**src/ccpp_pkg.sv**
```systemverilog
`timescale 1ns / 1ps
// ----------------------------------------------------------------------------
// ccpp_pkg
// Types, codes and tag decode shared by the constant pool parser modules.
// ----------------------------------------------------------------------------
package ccpp_pkg;

    // result kinds
    localparam logic [1:0] KIND_ENTRY    = 2'd0;
    localparam logic [1:0] KIND_DATA     = 2'd1;
    localparam logic [1:0] KIND_UNUSABLE = 2'd2;
    localparam logic [1:0] KIND_BAD_TAG  = 2'd3;

    // constant pool tags
    localparam logic [7:0] TAG_UTF8           = 8'd1;
    localparam logic [7:0] TAG_INTEGER        = 8'd3;
    localparam logic [7:0] TAG_FLOAT          = 8'd4;
    localparam logic [7:0] TAG_LONG           = 8'd5;
    localparam logic [7:0] TAG_DOUBLE         = 8'd6;
    localparam logic [7:0] TAG_CLASS          = 8'd7;
    localparam logic [7:0] TAG_STRING         = 8'd8;
    localparam logic [7:0] TAG_FIELDREF       = 8'd9;
    localparam logic [7:0] TAG_METHODREF      = 8'd10;
    localparam logic [7:0] TAG_IMETHODREF     = 8'd11;
    localparam logic [7:0] TAG_NAME_AND_TYPE  = 8'd12;
    localparam logic [7:0] TAG_METHOD_HANDLE  = 8'd15;
    localparam logic [7:0] TAG_METHOD_TYPE    = 8'd16;
    localparam logic [7:0] TAG_INVOKE_DYNAMIC = 8'd18;

    typedef enum logic [1:0] {
        PH_TAG,
        PH_OPER,
        PH_DATA
    } t_phase;

    typedef struct packed {
        logic [1:0]  kind;
        logic [15:0] slot_index;
        logic [7:0]  tag;
        logic [31:0] first_value;
        logic [31:0] second_value;
        logic [7:0]  data_byte;
        logic        last_of_run;
        logic        pool_done;
    } t_result;

    // operand byte count of a tag, zero for an unknown tag
    function automatic logic [3:0] operand_bytes(input logic [7:0] t);
        logic [3:0] n;
        case (t)
            TAG_UTF8, TAG_CLASS, TAG_STRING, TAG_METHOD_TYPE: n = 4'd2;
            TAG_INTEGER, TAG_FLOAT, TAG_FIELDREF, TAG_METHODREF,
            TAG_IMETHODREF, TAG_NAME_AND_TYPE, TAG_INVOKE_DYNAMIC: n = 4'd4;
            TAG_LONG, TAG_DOUBLE: n = 4'd8;
            TAG_METHOD_HANDLE: n = 4'd3;
            default: n = 4'd0;
        endcase
        return n;
    endfunction

endpackage

```
**src/ccpp_out_queue.sv**
```systemverilog
`timescale 1ns / 1ps
// ----------------------------------------------------------------------------
// ccpp_out_queue
// Two-entry result queue; takes up to two results per input item.
// ----------------------------------------------------------------------------
module ccpp_out_queue import ccpp_pkg::*; (
    input  logic       i_clk,
    input  logic       i_rst_n,
    input  logic [1:0] i_push_cnt,
    input  t_result    i_res0,
    input  t_result    i_res1,
    output logic       o_space,
    output logic       o_valid,
    output t_result    o_head,
    input  logic       i_ready
);

    logic [1:0] r_count;
    logic [1:0] n_count;
    logic [1:0] left_cnt;
    t_result    r_q0;
    t_result    r_q1;
    t_result    n_q0;
    t_result    n_q1;
    logic       pop;

    assign pop     = (r_count != 2'd0) && i_ready;
    // room for two results once the head leaves
    assign o_space = (r_count == 2'd0) || ((r_count == 2'd1) && i_ready);
    assign o_valid = (r_count != 2'd0);
    assign o_head  = r_q0;

    always_comb begin
        n_q0     = r_q0;
        n_q1     = r_q1;
        left_cnt = r_count - {1'b0, pop};
        if (pop) begin
            n_q0 = r_q1;
        end
        if (i_push_cnt != 2'd0) begin
            if (left_cnt == 2'd0) begin
                n_q0 = i_res0;
            end else begin
                n_q1 = i_res0;
            end
        end
        if (i_push_cnt == 2'd2) begin
            n_q1 = i_res1;
        end
        n_count = left_cnt + i_push_cnt;
    end

    always_ff @(posedge i_clk) begin
        if (!i_rst_n) begin
            r_count <= 2'd0;
        end else begin
            r_count <= n_count;
        end
        r_q0 <= n_q0;
        r_q1 <= n_q1;
    end

endmodule

```
**src/class_constant_pool_parser.sv**
```systemverilog
// A result is offered in the cycle after the byte that causes it.
// Throughput: one byte per cycle while the result queue has space; a byte that causes
// two results (long or double entry) fills the two-entry queue, which holds off input.
// Reset (synchronous, active low): parse restarts at slot 1, count reads 1,
// the halt is cleared and the result queue is emptied.
`timescale 1ns / 1ps
// ----------------------------------------------------------------------------
// class_constant_pool_parser
// Byte-serial class file constant pool parser: records entries, UTF8 bytes, unusable slots.
// ----------------------------------------------------------------------------
module class_constant_pool_parser import ccpp_pkg::*; (
    input  logic        i_clk,
    input  logic        i_rst_n,
    // configuration: constant pool count
    input  logic        i_cfg_valid,
    output logic        o_cfg_ready,
    input  logic [15:0] i_cfg_data,
    // input items
    input  logic        i_s_tvalid,
    output logic        o_s_tready,
    input  logic [7:0]  i_s_tdata,   // byte_in
    input  logic [0:0]  i_s_tuser,   // begin_req
    // result items
    output logic        o_m_tvalid,
    input  logic        i_m_tready,
    output logic [95:0] o_m_tdata,   // slot_index, tag, first_value, second_value, data_byte
    output logic [2:0]  o_m_tuser,   // kind[1:0], pool_done
    output logic        o_m_tlast    // last_of_run
);

    logic [15:0] r_entry_count;
    t_phase      r_phase,  n_phase;
    logic [7:0]  r_tag,    n_tag;
    logic [15:0] r_left,   n_left;
    logic [63:0] r_shift,  n_shift;
    logic [15:0] r_slot,   n_slot;
    logic        r_halted, n_halted;

    t_phase      e_phase;
    logic [7:0]  e_tag;
    logic [15:0] e_left;
    logic [63:0] e_shift;
    logic [15:0] e_slot;
    logic        e_halted;

    logic        s_acc;
    logic [7:0]  in_byte;
    logic [3:0]  oper_n;
    logic [15:0] left_dec;
    logic [63:0] shift_new;
    logic [15:0] slot_adv1;
    logic [15:0] slot_adv2;
    logic        room;
    logic [1:0]  push_cnt;
    t_result     res0;
    t_result     res1;
    t_result     head;
    logic        space;

    function automatic logic [15:0] f_advance(input logic [15:0] slot,
                                              input logic [15:0] cnt,
                                              input logic [1:0]  step);
        logic [16:0] s;
        s = {1'b0, slot} + {15'd0, step};
        if ((s > {1'b0, cnt}) && (cnt > slot)) begin
            s = {1'b0, cnt};
        end
        return s[15:0];
    endfunction

    assign o_cfg_ready = 1'b1;
    assign o_s_tready  = space;
    assign s_acc       = i_s_tvalid && space;
    assign in_byte     = i_s_tdata;

    // begin_req restarts the parse ahead of its own byte
    always_comb begin
        if (i_s_tuser[0]) begin
            e_phase  = PH_TAG;
            e_tag    = 8'd0;
            e_left   = 16'd0;
            e_shift  = 64'd0;
            e_slot   = 16'd1;
            e_halted = 1'b0;
        end else begin
            e_phase  = r_phase;
            e_tag    = r_tag;
            e_left   = r_left;
            e_shift  = r_shift;
            e_slot   = r_slot;
            e_halted = r_halted;
        end
    end

    assign oper_n    = operand_bytes(in_byte);
    assign left_dec  = e_left - 16'd1;
    assign shift_new = {e_shift[55:0], in_byte};
    assign slot_adv1 = f_advance(e_slot, r_entry_count, 2'd1);
    assign slot_adv2 = f_advance(e_slot, r_entry_count, 2'd2);
    assign room      = ({1'b0, e_slot} + 17'd1) < {1'b0, r_entry_count};

    always_comb begin
        n_phase  = r_phase;
        n_tag    = r_tag;
        n_left   = r_left;
        n_shift  = r_shift;
        n_slot   = r_slot;
        n_halted = r_halted;
        push_cnt = 2'd0;
        res0     = '0;
        res1     = '0;
        if (s_acc) begin
            n_phase  = e_phase;
            n_tag    = e_tag;
            n_left   = e_left;
            n_shift  = e_shift;
            n_slot   = e_slot;
            n_halted = e_halted;
            res0.slot_index  = e_slot;
            res0.tag         = e_tag;
            res0.last_of_run = 1'b1;
            if (!e_halted) begin
                case (e_phase)
                    PH_TAG: begin
                        if (e_slot < r_entry_count) begin
                            n_tag = in_byte;
                            if (oper_n == 4'd0) begin
                                n_halted  = 1'b1;
                                res0.kind = KIND_BAD_TAG;
                                res0.tag  = in_byte;
                                push_cnt  = 2'd1;
                            end else begin
                                n_phase = PH_OPER;
                                n_left  = {12'd0, oper_n};
                                n_shift = 64'd0;
                            end
                        end
                    end
                    PH_DATA: begin
                        n_left         = left_dec;
                        res0.kind      = KIND_DATA;
                        res0.data_byte = in_byte;
                        push_cnt       = 2'd1;
                        if (left_dec == 16'd0) begin
                            n_slot         = slot_adv1;
                            n_phase        = PH_TAG;
                            res0.pool_done = (slot_adv1 >= r_entry_count);
                        end
                    end
                    PH_OPER: begin
                        n_shift = shift_new;
                        n_left  = left_dec;
                        if (left_dec == 16'd0) begin
                            n_phase        = PH_TAG;
                            n_shift        = 64'd0;
                            res0.kind      = KIND_ENTRY;
                            push_cnt       = 2'd1;
                            n_slot         = slot_adv1;
                            res0.pool_done = (slot_adv1 >= r_entry_count);
                            case (e_tag)
                                TAG_UTF8: begin
                                    res0.first_value = {16'd0, shift_new[15:0]};
                                    if (shift_new[15:0] != 16'd0) begin
                                        // string bytes follow, slot stays open
                                        n_phase        = PH_DATA;
                                        n_left         = shift_new[15:0];
                                        n_slot         = e_slot;
                                        res0.pool_done = 1'b0;
                                    end
                                end
                                TAG_LONG, TAG_DOUBLE: begin
                                    res0.first_value  = shift_new[63:32];
                                    res0.second_value = shift_new[31:0];
                                    if (room) begin
                                        n_slot            = slot_adv2;
                                        res0.pool_done    = 1'b0;
                                        res0.last_of_run  = 1'b0;
                                        res1.kind         = KIND_UNUSABLE;
                                        res1.slot_index   = e_slot + 16'd1;
                                        res1.last_of_run  = 1'b1;
                                        res1.pool_done    = (slot_adv2 >= r_entry_count);
                                        push_cnt          = 2'd2;
                                    end
                                end
                                TAG_METHOD_HANDLE: begin
                                    res0.first_value  = {24'd0, shift_new[23:16]};
                                    res0.second_value = {16'd0, shift_new[15:0]};
                                end
                                TAG_INTEGER, TAG_FLOAT: begin
                                    res0.first_value = shift_new[31:0];
                                end
                                TAG_CLASS, TAG_STRING, TAG_METHOD_TYPE: begin
                                    res0.first_value = {16'd0, shift_new[15:0]};
                                end
                                default: begin
                                    // two u2 indexes
                                    res0.first_value  = {16'd0, shift_new[31:16]};
                                    res0.second_value = {16'd0, shift_new[15:0]};
                                end
                            endcase
                        end
                    end
                    default: ;
                endcase
            end
        end
    end

    always_ff @(posedge i_clk) begin
        if (!i_rst_n) begin
            r_entry_count <= 16'd1;
            r_phase       <= PH_TAG;
            r_tag         <= 8'd0;
            r_left        <= 16'd0;
            r_shift       <= 64'd0;
            r_slot        <= 16'd1;
            r_halted      <= 1'b0;
        end else begin
            if (i_cfg_valid) begin
                r_entry_count <= i_cfg_data;
            end
            r_phase  <= n_phase;
            r_tag    <= n_tag;
            r_left   <= n_left;
            r_shift  <= n_shift;
            r_slot   <= n_slot;
            r_halted <= n_halted;
        end
    end

    ccpp_out_queue u_queue (
        .i_clk      (i_clk),
        .i_rst_n    (i_rst_n),
        .i_push_cnt (push_cnt),
        .i_res0     (res0),
        .i_res1     (res1),
        .o_space    (space),
        .o_valid    (o_m_tvalid),
        .o_head     (head),
        .i_ready    (i_m_tready)
    );

    assign o_m_tdata = {head.data_byte, head.second_value, head.first_value,
                        head.tag, head.slot_index};
    assign o_m_tuser = {head.pool_done, head.kind};
    assign o_m_tlast = head.last_of_run;

endmodule
```
**config.mk**
```make
export PLATFORM = sky130hd
export DESIGN_NAME = class_constant_pool_parser
export DESIGN_NICKNAME = d
export VERILOG_FILES = /design/src/ccpp_pkg.sv /design/src/ccpp_out_queue.sv /design/src/class_constant_pool_parser.sv
export SDC_FILE = /design/constraint.sdc
export NUM_CORES = 1
export LEC_CHECK = 0
export BUFFER_PORTS_ARGS = -buffer_cell sky130_fd_sc_hd__buf_2
export CORE_ASPECT_RATIO = 0.5
export CORE_MARGIN = 10
export CORE_UTILIZATION = 40
export DETAILED_ROUTE_END_ITERATION = 7
export REMOVE_ABC_BUFFERS = 1
export SYNTH_ARGS = -nofsm -noshare
export SYNTH_HDL_FRONTEND = slang
export SYNTH_SLANG_ARGS = --single-unit
```
**constraint.sdc**
```tcl
create_clock -name i_clk -period 11.53 [get_ports i_clk]
set_input_delay 2.306 -clock i_clk [delete_from_list [all_inputs] [get_ports i_clk]]
set_output_delay 2.306 -clock i_clk [all_outputs]
set_load 0.01 [all_outputs]
```
# [Word-level counts from Yosys, hierarchy flattened]
# Memory sizes are Yosys's and may differ from the RTL's.
# Cells that the tools add are included.
[totals] output_inout_bits=103 romBits=128 mem_count=1 reg_bits=325 wordCells=166
[mem_list] memory="(name not given)" depth=32 width=4 read_ports=1 rd_ports_with_merged_regs=0 write_ports=0 line="ccpp_pkg.sv:50" rtl="case (t)"
[classes] add_sub_neg=6 muxes=91 bitwise_logic=1 order_cmp=7 eq_ne=14 n_reduce_logical=22
[ops] cell="100-bit two-way mux" count=7
[ops] cell="64-bit two-way mux" count=7
[ops] cell="16-bit two-way mux" count=15
[ops] cell="32-bit case mux with 4 select lines" count=1
[ops] cell="64-bit case mux with 2 select lines" count=1
[ops] cell="18-bit two-way mux" count=6
[ops] cell="82-bit two-way mux" count=1
[ops] cell="8-bit two-way mux" count=8
[ops] cell="16-bit case mux with 2 select lines" count=2
[ops] cell="32-bit case mux with 2 select lines" count=1
[ops] cell="2-bit two-way mux" count=24
[ops] cell="16-bit case mux with 3 select lines" count=1
[ops] cell="17-bit by 16-bit greater-than comparator with 1-bit output" count=2
[ops] cell="8-bit by 3-bit == test with 1-bit output, second input constant" count=4
[ops] cell="16-bit >= comparator" count=2
[ops] cell="16-bit by 1-bit adder with 17-bit output, second input constant" count=1
[ops] cell="16-bit by 2-bit adder with 17-bit output, second input constant" count=1
[ops] cell="17-bit by 16-bit < comparator with 1-bit output" count=1
[ops] cell="16-bit by 1-bit adder with 16-bit output, second input constant" count=1
[ops] cell="8-bit by 4-bit == test with 1-bit output, second input constant" count=2
[ops] cell="16-bit greater-than comparator" count=1
[ops] cell="16-bit logical NOT" count=1
[ops] cell="16-bit < comparator" count=1
[ops] cell="16-bit nonzero test" count=1
[ops] cell="other kinds (25)" count=49

# [Depth between registers and ports, before layout]
[depth] ltp_word=15 depth_mapped=30 ltp_nobuf=26

# [By module]
# Synthesis repeated with hierarchy kept, for this count alone.
[hier_totals] hier_cells=2130 hier_area_um2=18756.7
[by_module_without_submodules] module="class_constant_pool_parser" area_per_inst_um2=10080.9 n_inst=1 cells_each=1342 seq_area_each_um2=2302.2
[by_module_without_submodules] module="ccpp_out_queue" area_per_inst_um2=8675.8 n_inst=1 cells_each=788 seq_area_each_um2=5044.8

# [Least setup slack after synthesis]
# Ideal clock, no wire load.
[synth_timing] path_kind="input-to-reg" start="input i_s_tuser" end="register u_queue.r_q1[0] (netlist bit), data pin" n_path_buf=5 required_time_ns=11.263 path_slack_ns=3.496 setup_ns=0.267 stages=25 arrival_time_ns=7.767 cell_sequence="clkbuf_1 > clkbuf_1 > buf_1 > nor2b_1 > ha_1 > and4_1 > clkbuf_1 > and4_1 > and3_1 > xnor2_1 > ha_1 > nand3_1 > or3_1 > or4_1 > nand3_1 > buf_2 > mux2i_1 > ha_1 > a21o_1 > a21o_1 > a21oi_1 > o211ai_1 > o31a_1 > o211ai_1 > o22ai_1"
[synth_rtl] item="start, declared" line="class_constant_pool_parser.sv:22" rtl="input logic [0:0] i_s_tuser,"
[synth_rtl] item="end signal, assigned" line="ccpp_out_queue.sv:60" rtl="r_q1 <= n_q1;"
[synth_rtl] item="end, declared" line="ccpp_out_queue.sv:22" rtl="t_result r_q1;"

==> results.md <==
- Outcome: finished clean
- CTS tree: done
- Htree depth: 1
- Worst Hold Class: reg -> reg
- Fin nets: 2,146
- # resized after CTS: 0
- Total CTS buffers: 30
- Clk root buf: clkbuf_16
- Filler cells: about 4,400
- Synthesis-to-finish area growth: 10.8%
- Leak: roughly 0.0090 uW
- First-pass GRT wire length: 90.4 mm
- Global placement routability congestion: 0.943
- RSZ-0062 raised after global routing: false
- Wire length per cell: roughly 22 um
- Final setup TNS: 0 ns
- Max-Cap Viols: 0
- Initial antenna violation count: 0
- Drc violations: 0
- Critical path class: in -> reg
- Clk slew on worst S/H paths: around 0.08 ns
- Buffers inserted by post-CTS timing repair: 0
- Floorplan core area: 43,900 um^2
- Slew margin rel.: 0.203
- Synth async-reset ratio: 0
- Via density: 5.88
- Setup violations, final: 0
- Post-Route WL: between 50 and 60 mm
- Clock skew: 0.0279 ns
- # IOs: 133
- Clock Sink Count: 317
- Cell area after synthesis: around 18,000 um^2
- Die Area: 54,200 um^2
- Die span in x: 320 um
- Avg Inst Size Synth: between 9 and 10 um^2
- Mapped Cells: 1,978
- Final period utilization: 0.733
- Critical path arrival: 8.77 ns
- Worst R2R End: u_queue.r_q1[0]
- Crit end category: flop
- HP Start: u_queue.r_q1[38]
- Worst r2r src: r_slot[1]
- Seq/Total Area, Yosys: 0.365
- Placed wire-length estimate: 41.1 mm
- Vias in the first global route: 14,800
- # hold bufs at CTS: 0
- Initial cell density of the core: 0.409
- Drt first-iter violations: between 1,500 and 2,000
- R2R cell count: 22
- Critical Path Fanout Max: 32
- Ys flop type: dfxtp_1
- Count of flip-flops with a built-in enable after synthesis: 20
- Port Buf Inserts: 131
- #FFs+latches synth: 317
- Share of cells above drive strength 1: 0.132
- Final Hold Viols: 0
- Worst-case clock buffer depth: 3
- Core Rows: 54
- Peak supply drop: 125 uV
- Min-Delay Path Depth: 2
- CP Launch Type: input pin
- Worst reg-to-reg setup slack: 4.74 ns
- FMAX: 118 MHz
- Via Count: 15,500
- Overall die height: 170 um
- Antenna Violating Nets Remaining: 0
- Min cycle time layout: around 8.5 ns
- Final Slew Violations: 0
- ANT cells: 0
- Design Power: about 3000 uW
- Transition time of the tightest slew-check pin: roughly 1.2 ns
- Tot GR Track Use: 0.207
- Post-synth cell types: 87
- Clock Latency Late Sink: 0.61 ns
- Syn. warnings: 0
- CP required: 11.85 ns
- Remaining Overflow, GRT: 0
- WHS Endpoint: u_queue.r_q1[38]
- First-pass detailed-route iteration total: 8
- Largest net degree at the start of global routing: 92
- Pwr/cell area: 151 nW/um^2
## through the flow
step / worst slack (ns) / area [um^2] / hold slack [ns] / std cells / utilization
after floorplan: 0.469 / 17200 / 0.434 / 1828 / -
after global placement: 2.67 / 18900 / 0.440 / 2579 / 0.429
after detailed placement: 2.54 / 18900 / 0.447 / 2579 / 0.429
after CTS: 3.17 / 19900 / 0.460 / 2633 / 0.453
after global routing: 2.54 / 19900 / 0.486 / 2633 / 0.453
final: 3.07 / 19900 / 0.458 / 2633 / 0.453
## worst max-delay path, stage by stage
cell,delay (ns)
buf_2,0.08
buf_4,0.38
inv_1,0.14
nand2_1,0.44
ha_1,0.31
and4_1,0.35
and4_1,0.29
and3_1,0.19
xnor2_1,0.13
ha_1,0.32
nand3_1,0.09
or3_1,0.44
a21oi_1,0.19
a211o_1,0.27
nand3_1,0.78
mux2i_1,0.46
ha_1,0.29
a21o_1,0.16
a21o_1,0.18
a21oi_1,0.16
o211ai_1,0.15
o31a_1,0.26
o211ai_1,0.23
o22ai_1,0.13
## where the power goes
| group | switching (uW) | total (uW) | internal [uW] |
|---|---|---|---|
| sequential | 48.0 | 1240 | 1190 |
| combinational | 458 | 710 | 252 |
| clock | 457 | 1040 | 587 |
| total | 963 | 2990 | 2030 |
## how the worst max path moves through the flow
stage	from	end	slack [ns]	depth (start not counted)
after floorplan	i_s_tuser	u_queue.r_q1[0]	0.47	15
after global placement	i_s_tuser	u_queue.r_q1[0]	2.67	23
after detailed placement	i_s_tuser	u_queue.r_q1[0]	2.54	24
after CTS	i_s_tuser	u_queue.r_q1[0]	3.17	24
after global routing	i_s_tuser	u_queue.r_q1[0]	2.54	24
final	i_s_tuser	u_queue.r_q1[0]	3.07	24
## cell usage in the layout, fill, tap and decap left out, drive strengths merged, types with 10 or more instances in the layout
| master | instances |
|---|---|
| and3 | 20 |
| inv | 64 |
| dfxtp | 297 |
| a21o | 35 |
| a31oi | 10 |
| buf | 163 |
| a22oi | 18 |
| a32o | 20 |
| nand2 | 182 |
| clkbuf | 43 |
| o22ai | 16 |
| a21oi | 61 |
| o21ai | 147 |
| nand4 | 19 |
| a22o | 54 |
| nand2b | 16 |
| mux2 | 21 |
| nor4 | 18 |
| mux2i | 232 |
| a211oi | 11 |
| xnor2 | 21 |
| nor2 | 80 |
| nor2b | 27 |
| edfxtp | 20 |
| ha | 93 |
| and2 | 16 |
| o211ai | 14 |
| nor3 | 20 |
| nand3 | 122 |
| a221o | 16 |
## kinds of logic (layout without fill, tap and decap cells)
kind of cell | count (synthesis) | in the layout | share of synthesized area
flops | 317 | 317 | 0.365
simple gates | 573 | 573 | 0.162
compound gates | 496 | 496 | 0.194
xor+xnor | 29 | 29 | 0.0142
other cells | 1 | 1 | 0.000209
fa+ha+maj | 93 | 93 | 0.0648
buf+inv | 216 | 283 | 0.0573
mux | 253 | 253 | 0.143
## synth_stat cells, types with 8 or more instances
cell / count / area share
a211oi_1: 11 / 0.0046
a21o_1: 35 / 0.015
a21oi_1: 61 / 0.017
a221o_1: 16 / 0.0089
a22o_1: 54 / 0.026
a22oi_1: 18 / 0.0075
a31oi_1: 10 / 0.0035
a32o_1: 20 / 0.011
a32oi_1: 8 / 0.0039
and2_1: 15 / 0.0052
and3_1: 20 / 0.0070
buf_1: 17 / 0.0036
buf_12: 11 / 0.012
buf_2: 16 / 0.0045
clkbuf_1: 103 / 0.022
dfxtp_1: 297 / 0.33
edfxtp_1: 20 / 0.033
ha_1: 93 / 0.065
inv_1: 64 / 0.013
mux2_2: 21 / 0.013
mux2i_1: 232 / 0.13
nand2_1: 182 / 0.038
nand2b_1: 16 / 0.0056
nand3_1: 122 / 0.034
nand3b_1: 8 / 0.0033
nand4_1: 19 / 0.0066
nor2_1: 79 / 0.017
nor2b_1: 27 / 0.0094
nor3_1: 19 / 0.0053
nor4_1: 14 / 0.0049
o211ai_1: 13 / 0.0054
o21ai_0: 130 / 0.036
o21ai_1: 17 / 0.0047
o22ai_1: 16 / 0.0056
xnor2_1: 21 / 0.010
xor2_1: 8 / 0.0039
## sequential cells by signal, indices dropped and copies added, names as in the netlist
name and count:
u_queue.r_q1 100, u_queue.r_count 2, r_shift 56, r_halted 1, u_queue.o_head 100, r_slot 16
r_phase 2, r_entry_count 16, r_left 16, r_tag 8
## routing by layer
| layer | share of wire | routed length (um) | GRT usage |
|---|---|---|---|
| met1 | 0.46 | 27000 | 0.282 |
| met2 | 0.45 | 26500 | 0.335 |
| met3 | 0.068 | 4020 | 0.0384 |
| met4 | 0.024 | 1400 | 0.0502 |
| met5 | 0 | 0 | 0 |
## layout make-up
cell class,count,area [um^2],area share
Clock inverter,11,166,0.00837
Inverter,66,248,0.0125
Clock buffer,43,860,0.0432
Timing Repair Buffer,163,896,0.0451
Tap cell,588,736,0.0370
Sequential cell,317,6550,0.329
Multi-Input combinational cell,1445,10400,0.525
No activity file was read; power rests on OpenSTA's default activity.
